## src/sv/line_substring_filter_top_assert.svh

```systemverilog
// assertion macros for the line substring filter
`ifndef LINE_SUBSTRING_FILTER_TOP_ASSERT_SVH
`define LINE_SUBSTRING_FILTER_TOP_ASSERT_SVH

`ifndef SYNTH
// property that must hold at every clock edge out of reset
`define LSF_ASSERT(label, prop, msg) \
	label: assert property (@(posedge clk) disable iff (!arst_n) (prop)) else $error(msg);
// condition that must never be seen out of reset
`define LSF_ASSERT_NEVER(label, cond, msg) \
	label: assert property (@(posedge clk) disable iff (!arst_n) !(cond)) else $error(msg);
`else
`define LSF_ASSERT(label, prop, msg)
`define LSF_ASSERT_NEVER(label, cond, msg)
`endif

`endif

```

## src/sv/lsf_pkg.sv

```systemverilog
// constants and helpers for the line substring filter
package lsf_pkg;

	localparam int unsigned CFG_DATA_W    = 64;
	localparam int unsigned CFG_INDEX_W   = 3;
	localparam int unsigned LINE_NUMBER_W = 32;
	localparam int unsigned PAT_REG_BYTES = 16;
	localparam int unsigned PAT_LEN_W     = 5;

	localparam logic [CFG_INDEX_W-1:0] REG_PATTERN_LO     = 3'd0;
	localparam logic [CFG_INDEX_W-1:0] REG_PATTERN_HI     = 3'd1;
	localparam logic [CFG_INDEX_W-1:0] REG_PATTERN_LENGTH = 3'd2;
	localparam logic [CFG_INDEX_W-1:0] REG_FOLD_CASE      = 3'd3;
	localparam logic [CFG_INDEX_W-1:0] REG_INVERT_MATCH   = 3'd4;

	localparam logic [7:0] NEWLINE_BYTE = 8'h0A;
	localparam logic [7:0] ZERO_BYTE    = 8'h00;
	localparam logic [7:0] UPPER_A      = 8'h41;
	localparam logic [7:0] UPPER_Z      = 8'h5A;
	localparam logic [7:0] CASE_OFFSET  = 8'h20;
	localparam logic [LINE_NUMBER_W-1:0] COUNT_MAX = '1;

	// ascii a-z folding when enabled
	function automatic logic [7:0] fold_byte(input logic [7:0] c, input logic en);
		logic [7:0] r;
		r = c;
		if (en && (c >= UPPER_A) && (c <= UPPER_Z)) begin
			r = c + CASE_OFFSET;
		end
		return r;
	endfunction

endpackage

```

## src/sv/line_substring_filter_top.sv

```systemverilog
// line substring filter: per-line fixed pattern search over a byte stream
// Scans a text stream at one byte per clock and, for every line, reports
// whether it contains the configured pattern (up to 16 bytes, optional ascii
// case folding, optional inversion). A newline byte, or end_of_input while a
// line is open, produces one result with the selection, the saturating
// 1-based line number and a sticky any-selected flag. An item is taken into
// an input stage and scanned there by a single shift-and step
// against all pattern bytes in parallel; its result is then written to
// the output register. One item per cycle is sustained, set by
// the shift-and update of the partial match vector; the input only stalls
// while a result waits in the output register and the staged item has another
// result to give. Configuration writes take effect for bytes scanned after
// them and must be made while no item is in flight.
module line_substring_filter_top #(
	parameter int unsigned PATTERN_BYTES = 16
) (
	input  logic                                  clk,
	input  logic                                  arst_n,
	input  logic                                  cfg_write,
	input  logic [lsf_pkg::CFG_INDEX_W-1:0]       cfg_index,
	input  logic [lsf_pkg::CFG_DATA_W-1:0]        cfg_data,
	input  logic                                  in_valid,
	output logic                                  in_ready,
	input  logic [7:0]                            data_byte,
	input  logic                                  end_of_input,
	output logic                                  out_valid,
	input  logic                                  out_ready,
	output logic                                  line_selected,
	output logic [lsf_pkg::LINE_NUMBER_W-1:0]     line_number,
	output logic                                  any_selected
);

	`include "line_substring_filter_top_assert.svh"

	localparam int unsigned PAD_BYTES =
		(PATTERN_BYTES > lsf_pkg::PAT_REG_BYTES) ? PATTERN_BYTES : lsf_pkg::PAT_REG_BYTES;
	localparam int unsigned IDX_W = 7;

	// configuration
	logic [lsf_pkg::CFG_DATA_W-1:0] pattern_lo_q;
	logic [lsf_pkg::CFG_DATA_W-1:0] pattern_hi_q;
	logic [lsf_pkg::PAT_LEN_W-1:0]  pattern_length_q;
	logic                           fold_case_q;
	logic                           invert_match_q;

	// input stage
	logic       valid_s1;
	logic [7:0] byte_s1;
	logic       eoi_s1;

	// line state
	logic [PATTERN_BYTES-1:0]          ph_q;
	logic                              hit_q;
	logic                              cut_q;
	logic                              open_q;
	logic [lsf_pkg::LINE_NUMBER_W-1:0] count_q;
	logic                              sticky_q;

	// result register
	logic                              out_valid_q;
	logic                              sel_q;
	logic [lsf_pkg::LINE_NUMBER_W-1:0] number_q;
	logic                              any_q;

	logic [8*PAD_BYTES-1:0]   pat_pad;
	logic [PATTERN_BYTES-1:0] zero_at;
	logic                     zero_seen;
	logic [PATTERN_BYTES-1:0] lmask;
	logic [PATTERN_BYTES-1:0] top_bit;
	logic [PATTERN_BYTES-1:0] eq;
	logic [PATTERN_BYTES-1:0] ph_scan;
	logic [7:0]               fc;
	logic                     scan_en;
	logic                     scan_hit;
	logic                     emit_s1;
	logic                     advance;
	logic                     line_hit_final;
	logic                     sel_next;
	logic [lsf_pkg::LINE_NUMBER_W-1:0] count_next;

	assign pat_pad = (8*PAD_BYTES)'({pattern_hi_q, pattern_lo_q});

	// live pattern positions: below the length and before any zero byte
	always_comb begin
		for (int i = 0; i < PATTERN_BYTES; i++) begin
			zero_at[i] = (pat_pad[8*i +: 8] == lsf_pkg::ZERO_BYTE);
		end
		zero_seen = 1'b0;
		for (int i = 0; i < PATTERN_BYTES; i++) begin
			zero_seen = zero_seen || zero_at[i];
			lmask[i] = (IDX_W'(i) < IDX_W'(pattern_length_q)) && !zero_seen;
		end
		top_bit = lmask & ~(lmask >> 1);
	end

	always_comb begin
		fc = lsf_pkg::fold_byte(byte_s1, fold_case_q);
		for (int i = 0; i < PATTERN_BYTES; i++) begin
			eq[i] = (lsf_pkg::fold_byte(pat_pad[8*i +: 8], fold_case_q) == fc);
		end
		ph_scan  = ((ph_q << 1) | PATTERN_BYTES'(1)) & eq & lmask;
		scan_en  = !eoi_s1 && (byte_s1 != lsf_pkg::ZERO_BYTE) && !cut_q;
		scan_hit = scan_en && ((ph_scan & top_bit) != '0);
	end

	assign emit_s1 = valid_s1 && (eoi_s1 ? open_q : (byte_s1 == lsf_pkg::NEWLINE_BYTE));
	assign advance = !emit_s1 || !out_valid_q || out_ready;
	assign in_ready = !valid_s1 || advance;

	assign line_hit_final = hit_q || scan_hit || (lmask == '0);
	assign sel_next = line_hit_final ^ invert_match_q;
	assign count_next = (count_q == lsf_pkg::COUNT_MAX) ? count_q : count_q + 1'b1;

	always_ff @(posedge clk or negedge arst_n) begin
		if (!arst_n) begin
			pattern_lo_q     <= '0;
			pattern_hi_q     <= '0;
			pattern_length_q <= '0;
			fold_case_q      <= 1'b0;
			invert_match_q   <= 1'b0;
		end else if (cfg_write) begin
			case (cfg_index)
				lsf_pkg::REG_PATTERN_LO:     pattern_lo_q     <= cfg_data;
				lsf_pkg::REG_PATTERN_HI:     pattern_hi_q     <= cfg_data;
				lsf_pkg::REG_PATTERN_LENGTH: pattern_length_q <= cfg_data[lsf_pkg::PAT_LEN_W-1:0];
				lsf_pkg::REG_FOLD_CASE:      fold_case_q      <= cfg_data[0];
				lsf_pkg::REG_INVERT_MATCH:   invert_match_q   <= cfg_data[0];
				default: ;
			endcase
		end
	end

	always_ff @(posedge clk or negedge arst_n) begin
		if (!arst_n) begin
			valid_s1 <= 1'b0;
		end else if (in_ready) begin
			valid_s1 <= in_valid;
		end
	end

	always_ff @(posedge clk) begin
		if (in_ready && in_valid) begin
			byte_s1 <= data_byte;
			eoi_s1  <= end_of_input;
		end
	end

	always_ff @(posedge clk or negedge arst_n) begin
		if (!arst_n) begin
			ph_q     <= '0;
			hit_q    <= 1'b0;
			cut_q    <= 1'b0;
			open_q   <= 1'b0;
			count_q  <= '0;
			sticky_q <= 1'b0;
		end else if (valid_s1 && advance) begin
			if (emit_s1) begin
				ph_q    <= '0;
				hit_q   <= 1'b0;
				cut_q   <= 1'b0;
				open_q  <= 1'b0;
				count_q <= count_next;
				if (sel_next) begin
					sticky_q <= 1'b1;
				end
			end else if (!eoi_s1) begin
				open_q <= 1'b1;
				if (byte_s1 == lsf_pkg::ZERO_BYTE) begin
					cut_q <= 1'b1;
				end
				if (scan_en) begin
					ph_q <= ph_scan;
				end
				if (scan_hit) begin
					hit_q <= 1'b1;
				end
			end
		end
	end

	always_ff @(posedge clk or negedge arst_n) begin
		if (!arst_n) begin
			out_valid_q <= 1'b0;
		end else if (valid_s1 && advance && emit_s1) begin
			out_valid_q <= 1'b1;
		end else if (out_ready) begin
			out_valid_q <= 1'b0;
		end
	end

	always_ff @(posedge clk) begin
		if (valid_s1 && advance && emit_s1) begin
			sel_q    <= sel_next;
			number_q <= count_next;
			any_q    <= sticky_q || sel_next;
		end
	end

	assign out_valid     = out_valid_q;
	assign line_selected = sel_q;
	assign line_number   = number_q;
	assign any_selected  = any_q;

	`LSF_ASSERT(a_number_nonzero, out_valid_q |-> (number_q != '0), "result with line number zero")
	`LSF_ASSERT(a_sel_sets_any, (out_valid_q && sel_q) |-> any_q, "selected line without any flag")
	`LSF_ASSERT_NEVER(a_sticky_holds, $fell(sticky_q), "any-selected flag cleared")
	`LSF_ASSERT(a_cut_in_line, cut_q |-> open_q, "cut flag outside an open line")
	`LSF_ASSERT_NEVER(a_count_back, count_q < $past(count_q), "line count went backwards")

endmodule

```

## config.mk

```make
export PLATFORM = sky130hd
export DESIGN_NAME = line_substring_filter_top
export DESIGN_NICKNAME = d
export VERILOG_FILES = /design/src/sv/lsf_pkg.sv /design/src/sv/line_substring_filter_top.sv
export VERILOG_INCLUDE_DIRS = /design/src /design/src/sv
export SDC_FILE = /design/constraint.sdc
export NUM_CORES = 1
export LEC_CHECK = 0
export ABC_AREA = 1
export BUFFER_PORTS_ARGS = -buffer_cell sky130_fd_sc_hd__buf_2
export CORE_ASPECT_RATIO = 1.2
export CORE_UTILIZATION = 45
export CTS_BUF_LIST = sky130_fd_sc_hd__clkbuf_8
export DETAILED_ROUTE_END_ITERATION = 16
export PLACE_DENSITY_LB_ADDON = 0.1
export SLEW_MARGIN = 40
export SYNTH_ARGS = -nofsm -noshare
export SYNTH_HDL_FRONTEND = slang
export SYNTH_SLANG_ARGS = --single-unit
```

## constraint.sdc

```tcl
create_clock -name clk -period 2.9 [get_ports clk]
set_input_delay 0.145 -clock clk [delete_from_list [all_inputs] [get_ports clk]]
set_output_delay 0.145 -clock clk [all_outputs]
set_load 0.05 [all_outputs]
```

==> metrics.md <==
| Metric | Value |
|---|---|
| Status | `finished, final reports clean` |
| Pins Over Slew Limit | `0` |
| Startpoint type of the worst setup path | `flip-flop` |
| Critical-path maximum fanout | `17` |
| Starting Density | `0.459` |
| Leak | `between 8 and 9 nW` |
| Worst hold path type | `in2reg` |
| Worst hold stages | `3` |
| RD Place Congestion | `0.934` |
| Synthesis-stage register bit count | `approximately 230` |
| Initial antenna violation count | `0` |
| Net count, final | `approximately 2100` |
| Gr usage total | `0.255` |
| Total Die Area | `0.0310 mm²` |
| Mapped Nets | `between 1500 and 2000` |
| Post-synth top area share | `0.345` |
| Avg Cell Area, Syn | `7.44 µm²` |
| Rows | `~70` |
| FF-to-FF path depth | `19` |
| Vias in the first global route | `12100` |
| Area contributors post-synth | `dfrtp_1 (35%), nand2_1 (14%), edfxtp_1 (9.5%)` |
| # DRC | `0` |
| First-pass GRT wire length | `roughly 62 mm` |
| Max-Cap Viols | `0` |
| Largest delay share family, worst path | `simple AND/OR/NAND/NOR gates` |
| Slew headroom | `0.418` |
| Place WS | `approximately 0.2 ns` |
| Setup TNS | `0 ns` |
| Worst path depth | `19` |
| Root buf cell | `clkbuf_8` |
| Syn Inst Count | `between 1500 and 2000` |
| Element type at the critical path end | `flip-flop` |
| Most common cell after layout, fill and taps aside | `nand2_1` |
| Cts repair resizes | `0` |
| Worst reg2reg path startpoint | `byte_s1[6]` |
| Critical path's most frequent cell | `nand2_1` |
| Via count | `12400` |
| Async SR Flop Fraction | `0.814` |
| Req. time, crit path | `roughly 3.2 ns` |
| Layout cells sized above 1 | `0.143` |
| Critical Setup Path Class | `reg2reg` |
| Post-route setup slack | `between 0.2 and 0.25 ns` |
| WP buf/inv | `2` |
| Crit. Startpoint | `byte_s1[6]` |
| Number of enable flip-flop cells after synthesis | `43` |
| Area Growth Syn to Fin | `20.0%` |
| CTS clk-pin slew, worst paths | `around 0.07 ns` |
| Overall Power | `10.4 mW` |
| Ports | `about 120` |
| # setup viols final | `0` |
| Most frequent cells in the layout | `nand2_1 (505), inv_1 (242), nor2_1 (202), o21ai_0 (198), dfrtp_1 (188)` |
| Critical-path top delay cell | `edfxtp_1` |
| Final HPWL DP | `~28 mm` |
| Largest net degree at the start of global routing | `a little over 80` |
| DRT iter0 DRCs | `834` |
| FF-to-FF setup slack | `around 0.21 ns` |
| Final ANT Viol Nets | `0` |
| Post-synth top flop | `dfrtp_1` |
| CTS tree | `yes` |
| Post-Syn Area | `0.0136 mm²` |
| Post-layout min period | `2.69 ns` |
| Setup crit end | `any_selected` |
| Final hold violations | `0` |
| Diodes inserted | `0` |
| CP cell instances | `ha_1 -> inv_1 -> nand2_1 -> nand2_1 -> nand4_1 -> nand2_2 -> nand3_1 -> nand2_1 -> nor2_1 -> nand3_1 -> nand2_1 -> inv_1 -> nand2_1 -> nor2_1 -> nand3_2 -> nand2_2 -> nand3_2 -> nand2_2 -> nand3_2` |
| Clk buf depth | `3` |
| Routed WL | `roughly 38 mm` |
| Pwr/cell area | `between 600 and 700 mW/mm²` |
| DR WL/cell | `15.5 µm` |
| Die height | `193 µm` |
| Crit-path max cell delay | `around 0.41 ns` |
| Num Clock Sinks | `roughly 230` |
| GRT Residual Overflow | `0` |
| Total CTS buffers | `38` |
| YS warnings | `0` |
| Least-Margin Pin Slew | `0.867 ns` |
| Post-synthesis sequential area ratio | `0.440` |
| CP arrival | `between 2 and 3 ns` |
| Fmax | `around 0.37 GHz` |
| Total iterations of the first detailed-routing run | `7` |
| Skew-Pair Late Insertion Delay | `about 0.56 ns` |
| Period utilization | `0.927` |
| Final-layout fill cell count | `2893` |
| Clk_skew | `0.0211 ns` |
| Peak VDD IR | `0.000340 V` |
| Crit Reg-Reg Endpoint | `any_selected` |
| Core area | `between 0.02 and 0.03 mm²` |
| RSZ-0062 raised after global routing | `false` |
| Port buffer count | `about 120` |
| CTS H-tree depth | `2` |
| Die width | `approximately 160 µm` |
| Post-CTS setup buffer count | `0` |
| Yosys cell types | `47` |
| Vias per cell | `~5.0` |
| Yosys top cell by area | `dfrtp_1` |
-- metrics by stage --
step	cell area (µm²)	hold slack [ns]	util	cells
CTS	16400	0.0180	0.551	2462
detailed placement	14800	0.204	0.497	2315
finish	16400	0.0301	0.551	2462
global route	16400	0.0110	0.551	2462
global placement	14800	0.202	0.497	2315
floorplan	13600	-0.151	-	1831
-- layout make-up --
class                   count  area [µm²]  share of cell area
multi-input cells        1296        6430               0.393
flip-flops and latches    231        6000               0.367
repair buffers            232        1710               0.105
inverters                 246         928              0.0568
clock buffers              46         633              0.0387
well taps                 390         488              0.0298
clock inverters            21         168              0.0103
-- cell usage after synthesis, types with 13 or more instances --
master      n
nand2_1   506
inv_1     230
nor2_1    202
o21ai_0   198
dfrtp_1   188
nand3_1    97
xor2_1     55
edfxtp_1   43
clkbuf_1   38
nand4_1    33
nor3_1     21
a21oi_1    19
ha_1       18
xnor2_1    18
inv_2      14
nand2_2    14
o21ai_1    14
o22ai_1    14
nor2_2     13
-- repair_timing --
item | in CTS | in global routing
endpoints found under the setup margin | 0 | 0
hold buffers | 80 | 0
hold endpoints to repair | 214 | 0
-- layer usage --
| metal | GRT usage | up-vias | part of all wire |
|---|---|---|---|
| met5 | 0 | - | 0 |
| met4 | 0.102 | 0 | 0.033 |
| met3 | 0.0325 | 77 | 0.039 |
| met2 | 0.471 | 289 | 0.52 |
| met1 | 0.298 | 5763 | 0.41 |
| li1 | - | 6263 | - |
-- state kept, by name, indices dropped and copies added (netlist names), 5 cells and up --
signal and count:
pattern_lo_q 64, line_number 32, byte_s1 8, ph_q 15, pattern_length_q 5, pattern_hi_q 64
count_q 32
-- tightest hold or removal path, cell delays in order --
cell and delay, ns:
buf_2 0.13, nand3_1 0.12, o21ai_0 0.12
-- kinds of logic after synthesis --
family	after synthesis	share of synthesized area
xor gates and xnor gates	75	0.0493
AOI/OAI and AO/OA	260	0.101
and+or+nand+nor	943	0.303
buffers and inverters	304	0.0902
adders and majority gates	18	0.0165
DFF	231	0.440
-- worst min path at each step --
stage / from / end
floorplan: arst_n / count_q[0]
global placement: arst_n / count_q[9]
detailed placement: arst_n / count_q[7]
CTS: cfg_index[0] / fold_case_q
global route: cfg_index[0] / fold_case_q
finish: cfg_index[0] / fold_case_q
-- where the power goes --
group	total (mW)	internal, mW	switching, mW	leakage, nW
clock network	3.07	1.70	1.36	0.457
logic	2.75	1.02	1.74	4.85
registers	4.55	3.90	0.644	2.83
total	10.4	6.62	3.74	8.14
No activity file was read; power rests on OpenSTA's default activity.
